### src/rtl/core/swm_pkg.sv
// Shared constants for the sliding window minimum block.
// Holds the configuration register width and the input queue geometry.
// No dependencies.
`timescale 1ns / 1ps

package swm_pkg;

    // Width of the window length configuration register.
    localparam int CFG_W = 11;

    // Input queue between the front end and the engine.
    localparam int QPTR_W      = 2;
    localparam int QUEUE_DEPTH = 1 << QPTR_W;

endpackage

### src/rtl/core/swm_front.sv
// Front end of the sliding window minimum: accepts input words and holds
// them in a short queue so the engine can stall on its own. Uses swm_pkg.
`timescale 1ns / 1ps

module swm_front #(
    parameter int SAMPLE_BITS = 32
) (
    input  logic                          clk,
    input  logic                          rst_n,
    // Input channel.
    input  logic                          in_valid,
    output logic                          in_ready,
    input  logic signed [SAMPLE_BITS-1:0] sample,
    input  logic                          restart,
    // Queue head toward the engine.
    output logic                          q_valid,
    input  logic                          q_pop,
    output logic signed [SAMPLE_BITS-1:0] q_sample,
    output logic                          q_restart
);

    logic signed [SAMPLE_BITS-1:0] smp_mem [swm_pkg::QUEUE_DEPTH];
    logic                          rst_mem [swm_pkg::QUEUE_DEPTH];

    logic [swm_pkg::QPTR_W-1:0] wr_ptr_reg, wr_ptr_next;
    logic [swm_pkg::QPTR_W-1:0] rd_ptr_reg, rd_ptr_next;
    logic [swm_pkg::QPTR_W:0]   count_reg, count_next;
    logic                       push;
    logic                       pop;

    assign in_ready  = (count_reg != (swm_pkg::QPTR_W + 1)'(swm_pkg::QUEUE_DEPTH));
    assign q_valid   = (count_reg != '0);
    assign q_sample  = smp_mem[rd_ptr_reg];
    assign q_restart = rst_mem[rd_ptr_reg];

    assign push = in_valid && in_ready;
    assign pop  = q_pop && q_valid;

    // Pointer and occupancy update; pointers wrap at the queue depth.
    always_comb
    begin
        wr_ptr_next = push ? wr_ptr_reg + swm_pkg::QPTR_W'(1) : wr_ptr_reg;
        rd_ptr_next = pop ? rd_ptr_reg + swm_pkg::QPTR_W'(1) : rd_ptr_reg;
        count_next  = count_reg;
        if (push && !pop)
        begin
            count_next = count_reg + (swm_pkg::QPTR_W + 1)'(1);
        end
        else if (pop && !push)
        begin
            count_next = count_reg - (swm_pkg::QPTR_W + 1)'(1);
        end
    end

    always_ff @(posedge clk or negedge rst_n)
    begin
        if (!rst_n)
        begin
            wr_ptr_reg <= '0;
            rd_ptr_reg <= '0;
            count_reg  <= '0;
        end
        else
        begin
            wr_ptr_reg <= wr_ptr_next;
            rd_ptr_reg <= rd_ptr_next;
            count_reg  <= count_next;
        end
    end

    // Queue storage needs no reset.
    always_ff @(posedge clk)
    begin
        if (push)
        begin
            smp_mem[wr_ptr_reg] <= sample;
            rst_mem[wr_ptr_reg] <= restart;
        end
    end

endmodule

### config.mk
export PLATFORM = sky130hd
export DESIGN_NAME = swm_front
export DESIGN_NICKNAME = d
export VERILOG_FILES = /design/src/rtl/core/swm_pkg.sv /design/src/rtl/core/swm_front.sv
export SDC_FILE = /design/constraint.sdc
export NUM_CORES = 1
export LEC_CHECK = 0
export BUFFER_PORTS_ARGS = -buffer_cell sky130_fd_sc_hd__buf_2
export CAP_MARGIN = 20
export CORE_ASPECT_RATIO = 1.75
export CORE_MARGIN = 2
export CORE_UTILIZATION = 61
export DETAILED_ROUTE_END_ITERATION = 8
export GPL_TIMING_DRIVEN = 0
export PLACE_DENSITY = 0.84
export RECOVER_POWER = 50
export SLEW_MARGIN = 40
export SYNTH_ARGS = -nofsm -noshare
export SYNTH_HDL_FRONTEND = slang
export SYNTH_SLANG_ARGS = --single-unit
### constraint.sdc
create_clock -name clk -period 3.41 [get_ports clk]
set_input_delay 0.5115 -clock clk [delete_from_list [all_inputs] [get_ports clk]]
set_output_delay 0.5115 -clock clk [all_outputs]
set_load 0.05 [all_outputs]
# Word level (Yosys, flattened, before mapping)
# Memories as Yosys holds them, arrays and structs flattened.
# Index checks and enable logic that the tools add are counted.
[totals] inputBits=37 n_memories=2 regBits=7 output_inout_bits=35 ram_bits=132
[classes] reduce_logical=8 eq_ne=1 n_mux=4 addsub=4
[mem_list] memory="smp_mem" words=4 width=32 read_ports=1 rd_clocked_by_memory_dff=0 wr=1 line_no="swm_front.sv:22" source="logic signed [SAMPLE_BITS-1:0] smp_mem [swm_pkg::QUEUE_DEPTH];"
[mem_list] memory="rst_mem" words=4 width=1 read_ports=1 rd_clocked_by_memory_dff=0 wr=1 line_no="swm_front.sv:23" source="logic rst_mem [swm_pkg::QUEUE_DEPTH];"
[op_table] operator="$mux 3" count=2
[op_table] operator="$add 2x1->2 const B" count=2
[op_table] operator="$logic_and 1x1->1" count=4
[op_table] operator="$add 3x1->3 const B" count=1
[op_table] operator="$ne 3x3->1 const B" count=1
[op_table] operator="$reduce_bool 3->1" count=1
[op_table] operator="$sub 3x1->3 const B" count=1
[op_table] operator="$logic_not 1->1" count=2
[op_table] operator="$mux 1" count=2
[op_table] operator="$reduce_bool 2->1" count=1

# Logic depth before layout (Yosys ltp)
# Gate-level depths: netlist of the first run.
[depth] ltp_word=6 depth_mapped=8

# Worst setup path after synthesis of the first run
# No wires, ideal clock.
[synth_timing] kind="reg-to-reg" startpoint="reg count_reg[1] (netlist bit)" endpoint="reg count_reg[2] (netlist bit)" path_buffers=0 t_required_ns=3.331 path_slack_ns=1.129 path_stages_with_launch=9 t_arrival_ns=2.202 path_cell_list="dfrtp_1 -> or3_1 -> nand2_1 -> ha_1 -> inv_1 -> fa_1 -> xor2_1 -> nor2_1 -> xor2_1"
[synth_via] elab_chain_len=5 elab_cells_between_ends=13 cone_classes="add/sub: 2; eq/ne: 1; mux: 2; reduce/logical: 8"
[synth_lines] item="start: declaration" line_no="swm_front.sv:27" source="logic [swm_pkg::QPTR_W:0] count_reg, count_next;"
[synth_lines] item="start signal: assignment" line_no="swm_front.sv:67" source="count_reg <= count_next;"
[synth_lines] item="$reduce_bool 3->1 (*)" line_no="swm_front.sv:32" source="assign q_valid = (count_reg != '0);"
[synth_lines] item="named net q_valid" line_no="swm_front.sv:16" source="output logic q_valid,"
[synth_lines] item="$logic_and 1x1->1 (*)" line_no="swm_front.sv:37" source="assign pop = q_pop && q_valid;"
[synth_lines] item="$logic_not 1->1" line_no="swm_front.sv:45" source="if (push && !pop)"
[synth_lines] item="$logic_and 1x1->1" line_no="swm_front.sv:45"
[synth_lines] item="$mux 3 / $reduce_bool 2->1 (equally long branches)"
# Mark *: on every way through the listed nets, which the timed path passes. The rest lies on a longest branch. The select of a mux whose other input is x is not followed.
# A chain may end at the register's enable or synchronous reset.

# Worst setup path in the final report of the first run
[layout_timing] startpoint="reg count_reg[0] (netlist bit)" endpoint="reg count_reg[2] (netlist bit)"
[layout_via] elab_chain_len=5 elab_cells_between_ends=13 cone_classes="add/sub: 2; eq/ne: 1; mux: 2; reduce/logical: 8"
[layout_lines] item="$ne 3x3->1 (*)" line_no="swm_front.sv:31" source="assign in_ready = (count_reg != (swm_pkg::QPTR_W + 1)'(swm_pkg::QUEUE_DEPTH));"
[layout_lines] item="$logic_and 1x1->1 (*)" line_no="swm_front.sv:36" source="assign push = in_valid && in_ready;"
[layout_lines] item="named net push" line_no="swm_front.sv:28" source="logic push;"
[layout_lines] item="$logic_not 1->1" line_no="swm_front.sv:49" source="else if (pop && !push)"
[layout_lines] item="$logic_and 1x1->1" line_no="swm_front.sv:49"
[layout_lines] item="$reduce_bool 2->1 (no line)"
# Marked as above.

==> run metrics, run 1 <==
setup bufs post-CTS 0; Slew Limit Fails 0; Slew headroom 0.404; fin util 0.750; # setup viols final 0; RSZ-0062 raised after global routing no; CP Launch Type register; CP peak stage delay 0.71 ns; Overflow after GRT 0; largest net degree at the start of global routing 34; area added between synthesis and finish 19.4%; clock slew at reported path FFs 0.05 ns; Fin. Hold Viols 0; count of input and output buffers 71; vias in the first global route 2479; antenna-violating nets left 0; Fin Setup TNS 0 ns; initial antenna violation count 0; via count 2335; H-tree Lvls 4; Skew-Pair Late Insertion Delay 0.40 ns; Clock Power Share 0.258; sequential share of power 0.366; global-route wire length before repair 13400 um; f_max 0.399 GHz; drt drc 0; static leakage 2.13 nW; Tightest Pin Transition 0.886 ns; fin crit period 2.50 ns; Slowest cell on crit path a21boi_0; most frequent cells in the layout edfxtp_1 (132), buf_2 (40), clkbuf_1 (39); maximum VDD drop 672 uV; Avg WL per Cell 20.8 um; Synth Register Bits 139; share of the synthesized area in the top cell type 0.759; Rows 44; clk buf depth 2; commonest non-fill, non-tap cell in the layout edfxtp_1; Worst EP arrival 2.83 ns; HPWL after DPL 5120 um; Via density 5.47; worst setup path class reg -> reg; reported net switching power 2.40 mW; Ys Warns 0; CP endpoint kind register; Net Sw Frac 0.368; Final Cycle Share 0.734; CTS tree built; Die Y 126 um; cells after synthesis 208; Mapped Nets 251; max_cap viols 0; hold_ws 0.364 ns; largest area contributor in the netlist edfxtp_1; Initial Util 0.628; Syn Area/Cell 25.1 um^2; Post-DP Area 0.00573 mm^2; post-route design area 0.00624 mm^2; Worst Skew 0.00478 ns; core area 0.00831 mm^2; Total GRT Usage 0.208; Final nets 342; Post-CTS Resized 0; CTS sink count 139; status completed; I/O Pins 72; TritonCTS Buffers 17; Int Pwr 4.12 mW; DR pass1 iterations 4; critical-path cell list nor2_1, a21boi_0, ha_1, inv_1, fa_1, xor2_1, nor2_1, xor2_1; Largest register FFs 128; Area contributors post-synth edfxtp_1 (76%), mux4_2 (12%), dfrtp_1 (3.4%); Netlist cell types 19; crit-path max FO 7; combinational power share 0.376; critical path required time 3.74 ns; drt total wl 8890 um; Seq/Total Area, Yosys 0.792; power per cell area 1040 mW/mm^2; Hold Crit Class in -> reg; CTS root buf clkbuf_16; synthesized area 0.00522 mm^2; drt initial violations 118; gpl congestion 0.682; chip width 74.0 um; total die area 0.00935 mm^2; layout cell share with drive strength beyond 1 0.328
==> worst max-delay path: cells and delay by family (launching register included) <==
kind	cells	cell delay [ns]
simple gates	2	0.19
xor+xnor	2	0.33
flops	1	0.43
buf+inv	1	0.07
compound gates	1	0.71
fa+ha+maj	2	0.70
==> stage by stage <==
| stage | setup WS, ns | total power, mW | std cells |
|---|---|---|---|
| 2_1_floorplan | 1.13 | 4.36 | 208 |
| 3_3_place_gp | 0.694 | 4.84 | 394 |
| 3_5_place_dp | 1.23 | 4.89 | 394 |
| 4_1_cts | 1.03 | 6.60 | 426 |
| 5_1_grt | 0.596 | 6.77 | 426 |
| 6_report | 0.906 | 6.52 | 427 |
==> power groups by stage <==
| stage | clock (mW) | combinational (mW) | sequential (mW) |
|---|---|---|---|
| finish | 1.68 | 2.45 | 2.38 |
| global route | 1.78 | 2.58 | 2.41 |
| CTS | 1.70 | 2.51 | 2.39 |
| detailed placement | 0 | 2.48 | 2.41 |
| global placement | 0 | 2.45 | 2.39 |
| floorplan | 0 | 1.98 | 2.37 |
==> synthesized netlist by cell type <==
cell type and count:
and2_1 4, mux2_2 2, or3_1 1, a21boi_2 1
buf_12 3, dfrtp_1 7, buf_6 1, mux4_2 28
nor2_1 2, xnor2_1 4, edfxtp_1 132, fa_1 1
inv_1 3, buf_2 4, xor2_1 2, nand2_1 2
nand3_1 1, ha_1 5, mux4_1 5
==> per-layer routing <==
layer | part of all wire | up-vias | global-route usage
met3 | 0.046 | 16 | 0.0667
li1 | - | 1055 | -
met4 | 0.016 | 0 | 0.0845
met2 | 0.56 | 67 | 0.349
met5 | 0 | - | 0
met1 | 0.38 | 1197 | 0.244
==> final timing paths <==
path                       cells past startpoint  slack, ns                         to                      from
hold / removal                                 1       0.36       rst_mem[1]$_DFFE_PP_                   restart
max in group asynchronous                      2       2.57   count_reg[1]$_DFFE_PN0P_                     rst_n
min in group asynchronous                      2       0.55  rd_ptr_reg[0]$_DFFE_PN0P_                     rst_n
setup / recovery                               8       0.91   count_reg[2]$_DFFE_PN0P_  count_reg[0]$_DFFE_PN0P_
setup reg to reg                               8       0.91   count_reg[2]$_DFFE_PN0P_  count_reg[0]$_DFFE_PN0P_
hold reg to reg                                1       0.51   count_reg[2]$_DFFE_PN0P_  count_reg[2]$_DFFE_PN0P_
==> layout make-up <==
class | instances | area [um^2]
fill | 481 | 2080
clock buffer | 21 | 440
timing repair buffer | 72 | 322
inverter | 3 | 11.3
clock inverter | 10 | 101
multi-input combinational | 58 | 986
buffer | 8 | 91.3
sequential | 139 | 4140
tap | 115 | 144
antenna | 1 | 2.50
==> cell families after synthesis <==
logic type / after synthesis / synth area share
AND/OR/NAND/NOR: 10 / 0.00982
AO/OA/AOI/OAI: 1 / 0.00216
buffers and inverters: 11 / 0.0196
multiplexers: 35 / 0.150
adder cells (fa/ha/maj): 6 / 0.0158
flip-flops: 139 / 0.792
XOR/XNOR: 6 / 0.0101
==> repair_timing <==
action                                 4_1_cts  5_1_grt
setup endpoints to repair                    0        0
endpoints found under the hold margin        7        0
hold buffers                                 1        0
(Power assumes the default switching activity.)
==> inputs of run 2 (changes only) <==
ABC_AREA = 1   (was default)
CORE_UTILIZATION = 57   (was 61)
PLACE_DENSITY = 0.79   (was 0.84)
clock period = 2.4 ns   (was 3.41 ns; I/O delays follow)
==> run 2 against run 1 <==
Critical path depth shrank 2. Area after synthesis grew 9.1%. Combinational power grew 86%. Register-to-register slack got worse by 0.67 ns. Global-route usage grew 2.0 points. Routed wire length up 32%. Highest routed layer unchanged. Sequential power grew 40%. Setup slack got worse by 0.79 ns. Flip-flop and latch count stayed put.
==> run metrics, run 2 <==
status completed; CTS root buf clkbuf_16; drt initial violations 249; Worst EP arrival 1.92 ns; Area contributors post-synth edfxtp_1 (70%), o211ai_1 (8.2%), nand2_1 (7.6%); Largest register FFs 128; Via density 5.39; Rows 48; antenna-violating nets left 0; Mapped Nets 487; Slew headroom 0.605; largest area contributor in the netlist edfxtp_1; drt drc 0; Tightest Pin Transition 0.592 ns; power per cell area 1510 mW/mm^2; Final Cycle Share 0.951; fin util 0.709; Final nets 586; CP endpoint kind output pin; share of the synthesized area in the top cell type 0.695; CP Launch Type register; Initial Util 0.582; global-route wire length before repair 17800 um; Avg WL per Cell 17.3 um; # setup viols final 0; total die area 0.0108 mm^2; I/O Pins 72; DR pass1 iterations 4; worst setup path class reg -> out; critical path required time 2.04 ns; Clock Power Share 0.245; Overflow after GRT 0; Worst Skew 0.00614 ns; # fillers 641; Int Pwr 6.06 mW; asr flop ratio synth 0.0504; H-tree Lvls 4; most frequent cells in the layout edfxtp_1 (132), nand2_1 (116), inv_1 (79); sequential share of power 0.319; clock slew at reported path FFs 0.05 ns; clk buf depth 2; chip width 79.6 um; count of input and output buffers 71; commonest non-fill, non-tap cell in the layout edfxtp_1; Fin. Hold Viols 0; hold path depth 1; Fin Setup TNS 0 ns; CTS tree built; Synth Register Bits 139; synthesized area 0.00570 mm^2; top-count cell post-synth edfxtp_1; crit-path max FO 10; Net Sw Frac 0.422; largest net degree at the start of global routing 18; Slew Limit Fails 0; diodes inserted 0; combinational power share 0.436; f_max 0.438 GHz; static leakage 2.84 nW; CTS sink count 139; Netlist cell types 18; core area 0.00979 mm^2; maximum VDD drop 960 uV; Total GRT Usage 0.228; initial antenna violation count 0; Ys Warns 0; TritonCTS Buffers 17; Seq/Total Area, Yosys 0.726; cells after synthesis 444; Hold Crit Class in -> reg; Die Y 136 um; Post-synth EDFFs 132; reported net switching power 4.42 mW; Syn Area/Cell 12.8 um^2; HPWL after DPL 7680 um; RSZ-0062 raised after global routing no; via count 3668; fin crit period 2.28 ns; max_cap viols 0; gpl congestion 0.782; layout cell share with drive strength beyond 1 0.180; top cells by count, synth edfxtp_1 (132), nand2_1 (116), inv_1 (78); r2r worst-path depth 6; vias in the first global route 3692; ys flop type edfxtp_1; drt total wl 11800 um; area added between synthesis and finish 21.8%; Skew-Pair Late Insertion Delay 0.41 ns
[run 2: cell types whose count changed after synthesis, sizes merged, moves of 2 or more]
| cell | delta |
|---|---|
| nand2 | +114 |
| inv | +78 |
| o211ai | +66 |
| mux4 | -33 |
| buf | +9 |
| nand3 | +6 |
| and2 | -4 |
| clkbuf | +4 |
| xnor2 | -3 |
| mux2 | -2 |
| nor2 | +2 |
| xor2 | -2 |
[run 2: layout make-up]
type | count | area (um^2) | share of cell area
sequential | 139 | 4140 | 0.596
multi-input combinational | 202 | 1130 | 0.162
buffer | 21 | 154 | 0.0222
tap | 125 | 156 | 0.0225
timing repair buffer | 80 | 470 | 0.0677
inverter | 82 | 308 | 0.0443
clock inverter | 8 | 119 | 0.0171
clock buffer | 24 | 472 | 0.0679
[run 2: logic make-up (layout without fill, tap and decap cells)]
logic type | count (synthesis) | in the layout | synth area share
buffers and inverters | 103 | 215 | 0.0803
AOI/OAI and AO/OA | 67 | 67 | 0.0913
DFF | 139 | 139 | 0.726
and+or+nand+nor | 128 | 128 | 0.0863
xor gates and xnor gates | 1 | 1 | 0.00154
adders and majority gates | 6 | 6 | 0.0145
[run 2: path summary, 6_finish.rpt]
check	startpoint	endpoint	slack, ns
max in group asynchronous	rst_n	rd_ptr_reg[1]$_DFFE_PN0P_	1.70
setup reg to reg	count_reg[1]$_DFFE_PN0P_	smp_mem[2][24]$_DFFE_PP_	0.24
hold reg to reg	count_reg[2]$_DFFE_PN0P_	count_reg[2]$_DFFE_PN0P_	0.51
hold / removal	sample[17]	smp_mem[2][17]$_DFFE_PP_	0.21
setup / recovery	rd_ptr_reg[1]$_DFFE_PN0P_	q_sample[22]	0.12
min in group asynchronous	rst_n	wr_ptr_reg[1]$_DFFE_PN0P_	0.41
[run 2: what timing repair did]
action                                 4_1_cts  5_1_grt
hold buffers                                 1        0
buffers inserted                             0        0
gates resized for setup                      0        6
endpoints found under the hold margin        7        0
setup endpoints to repair                    0       10
[run 2: power groups by stage]
stage	registers, mW	logic, mW	clock network, mW
2_1_floorplan	3.36	3.29	0
3_3_place_gp	3.39	4.28	0
3_5_place_dp	3.39	4.60	0
4_1_cts	3.35	4.62	2.58
5_1_grt	3.38	4.90	2.67
6_report	3.34	4.56	2.57
[run 2: worst max-delay path, stage by stage (launching register included)]
cell and delay, ns:
dfrtp_1 0.36, buf_2 0.18, inv_2 0.14, buf_2 0.30
o211ai_1 0.16, nand2_1 0.10, buf_2 0.27
[run 2: layer usage]
layer / vias to the layer above / GRT usage / wire length, um
li1: 1727 / - / -
met1: 1798 / 0.227 / 4170
met2: 120 / 0.425 / 6670
met3: 23 / 0.0657 / 634
met4: 0 / 0.105 / 286
met5: - / 0 / 0
[run 2: stage by stage]
step	cells	worst slack [ns]	hold WS (ns)	total power [mW]	cell area, um^2
3_3_place_gp	640	-0.355	0.197	7.66	6220
3_5_place_dp	648	0.263	0.205	7.99	6410
5_1_grt	681	0.00762	0.205	10.9	6940
2_1_floorplan	444	-0.157	0.0644	6.66	5710
6_report	681	0.118	0.211	10.5	6940
4_1_cts	681	0.0518	0.151	10.5	7010
==> inputs of run 3 (changes only) <==
CELL_PAD_IN_SITES_DETAIL_PLACEMENT = 0   (was default)
CELL_PAD_IN_SITES_GLOBAL_PLACEMENT = 1   (was default)
CORE_UTILIZATION = 25   (was 57)
PLACE_DENSITY = 0.46   (was 0.79)
==> run 3 against run 2 <==
First-iteration DRC count shrank 31%. Fmax grew 2.3%. Clock power shrank 5%. Via count shrank 4.4%. Sequential share of layout area shrank 2.0 points. Critical endpoint is now q_sample[17]. Largest cell class unchanged. Highest routed layer unchanged.
==> run metrics, run 3 (same netlist as run 2, synthesis figures left out) <==
status completed; area added between synthesis and finish 26.1%; Die Y 204 um; drt drc 0; chip width 118 um; # fillers 2298; sequential share of power 0.317; initial antenna violation count 0; power per cell area 1460 mW/mm^2; Slowest cell on crit path dfrtp_1; gpl congestion 0.706; combinational power share 0.451; Buffers & Inverters on Critical Path 4; reported net switching power 4.55 mW; Avg WL per Cell 16.2 um; Non-Filler Instances 856; fin crit period 2.23 ns; clk buf depth 2; Rows 73; crit-path max FO 10; Via density 4.10; Final Cycle Share 0.929; CTS root buf clkbuf_16; dpl ws 0.227 ns; CP endpoint kind output pin; RR Endpoint smp_mem[1][6]$_DFFE_PP_; Clock Power Share 0.232; worst setup path class reg -> out; Skew-Pair Late Insertion Delay 0.42 ns; Tightest Pin Transition 0.819 ns; Net Sw Frac 0.433; antenna-violating nets left 0; vias in the first global route 3763; count of input and output buffers 71; Total GRT Usage 0.123; H-tree Lvls 4; CP peak stage delay 0.35 ns; hold_ws 0.190 ns; most frequent cells in the layout edfxtp_1 (132), nand2_1 (116), inv_1 (79); f_max 0.448 GHz; total power 10.5 mW; Slew headroom 0.453; Multi-input gate area 0.00112 mm^2; critical path required time 2.04 ns; FF-to-FF setup slack 0.24 ns; RR Startpoint count_reg[0]$_DFFE_PN0P_; Slew Limit Fails 0; drt initial violations 171; drt total wl 13900 um; core area 0.0226 mm^2; Hold Crit Class in -> reg; Worst Setup SP rd_ptr_reg[1]$_DFFE_PN0P_; total die area 0.0241 mm^2; Worst Skew 0.00592 ns; DR pass1 iterations 6; Worst setup endpoint q_sample[17]; Fin. Hold Viols 0; CTS sink count 139; Largest register FFs 128; CP Launch Type register; maximum VDD drop 575 uV; Final nets 586; RSZ-0062 raised after global routing no; r2r worst-path depth 5; Overflow after GRT 0; layout cell share with drive strength beyond 1 0.185; Worst EP arrival 1.87 ns; WP depth 6; setup ws final 0.170 ns; CP delay by family, top buffers and inverters; CP dominant cell by count buf_2; diodes inserted 0; clock slew at reported path FFs 0.06 ns; commonest non-fill, non-tap cell in the layout edfxtp_1; DP Cell Count 823; critical-path cell list buf_2, inv_2, clkbuf_4, o211ai_1, nand2_1, buf_2; hold path depth 1; HPWL after DPL 9520 um; Int Pwr 5.96 mW; Initial Util 0.253; largest net degree at the start of global routing 17; via count 3507; global-route wire length before repair 21400 um; CTS tree built; TritonCTS Buffers 17; Fin Setup TNS 0 ns; I/O Pins 72; register area 0.00414 mm^2; max_cap viols 0; static leakage 2.85 nW; # setup viols final 0
==> run 3: worst min path at each step <==
stage | endpoint | from | slack, ns
2_1_floorplan | count_reg[0]$_DFFE_PN0P_ | rst_n | 0.06
3_3_place_gp | wr_ptr_reg[0]$_DFFE_PN0P_ | rst_n | 0.21
3_5_place_dp | wr_ptr_reg[1]$_DFFE_PN0P_ | rst_n | 0.21
4_1_cts | smp_mem[3][30]$_DFFE_PP_ | sample[30] | 0.13
5_1_grt | smp_mem[0][21]$_DFFE_PP_ | sample[21] | 0.19
6_report | smp_mem[2][30]$_DFFE_PP_ | sample[30] | 0.19
==> run 3: per-layer routing <==
layer  global-route usage  up-vias  part of all wire
li1                     -     1729                 -
met1                0.128     1700              0.40
met2                0.222       63              0.54
met3               0.0403       15             0.041
met4               0.0551        0             0.022
met5                    0        -                 0
==> run 3: worst reg2reg max path, delay by kind of cell, from the launching register on <==
| kind | cells | cell delay (ns) |
|---|---|---|
| simple gates | 3 | 1.12 |
| buf+inv | 2 | 0.32 |
| flops | 1 | 0.42 |
==> run 3: repair_timing <==
item,CTS,global route
endpoints found under the hold margin,7,0
hold buffers,1,0
endpoints found under the setup margin,6,16
gates resized for setup,3,6
setup buffers,0,0
==> run 3: stage by stage <==
step	cell area [um^2]	util
floorplan	5710	-
global placement	6440	0.286
detailed placement	6660	0.295
CTS	7230	0.321
global route	7190	0.319
finish	7190	0.319
==> run 3: cell type report <==
class	instances	area share
plain buffers	21	0.0226
clock buffers	25	0.0690
clock inverters	7	0.00905
multi-input cells	202	0.156
inverters	82	0.0428
repair buffers	80	0.0719
flip-flops and latches	139	0.576
well taps	300	0.0522
==> run 3: power by group through the flow <==
stage	clock, mW	sequential [mW]	combinational (mW)
final	2.44	3.34	4.74
after global routing	2.61	3.38	5.13
after CTS	2.50	3.34	4.87
after detailed placement	0	3.39	4.85
after global placement	0	3.40	4.56
after floorplan	0	3.36	3.29
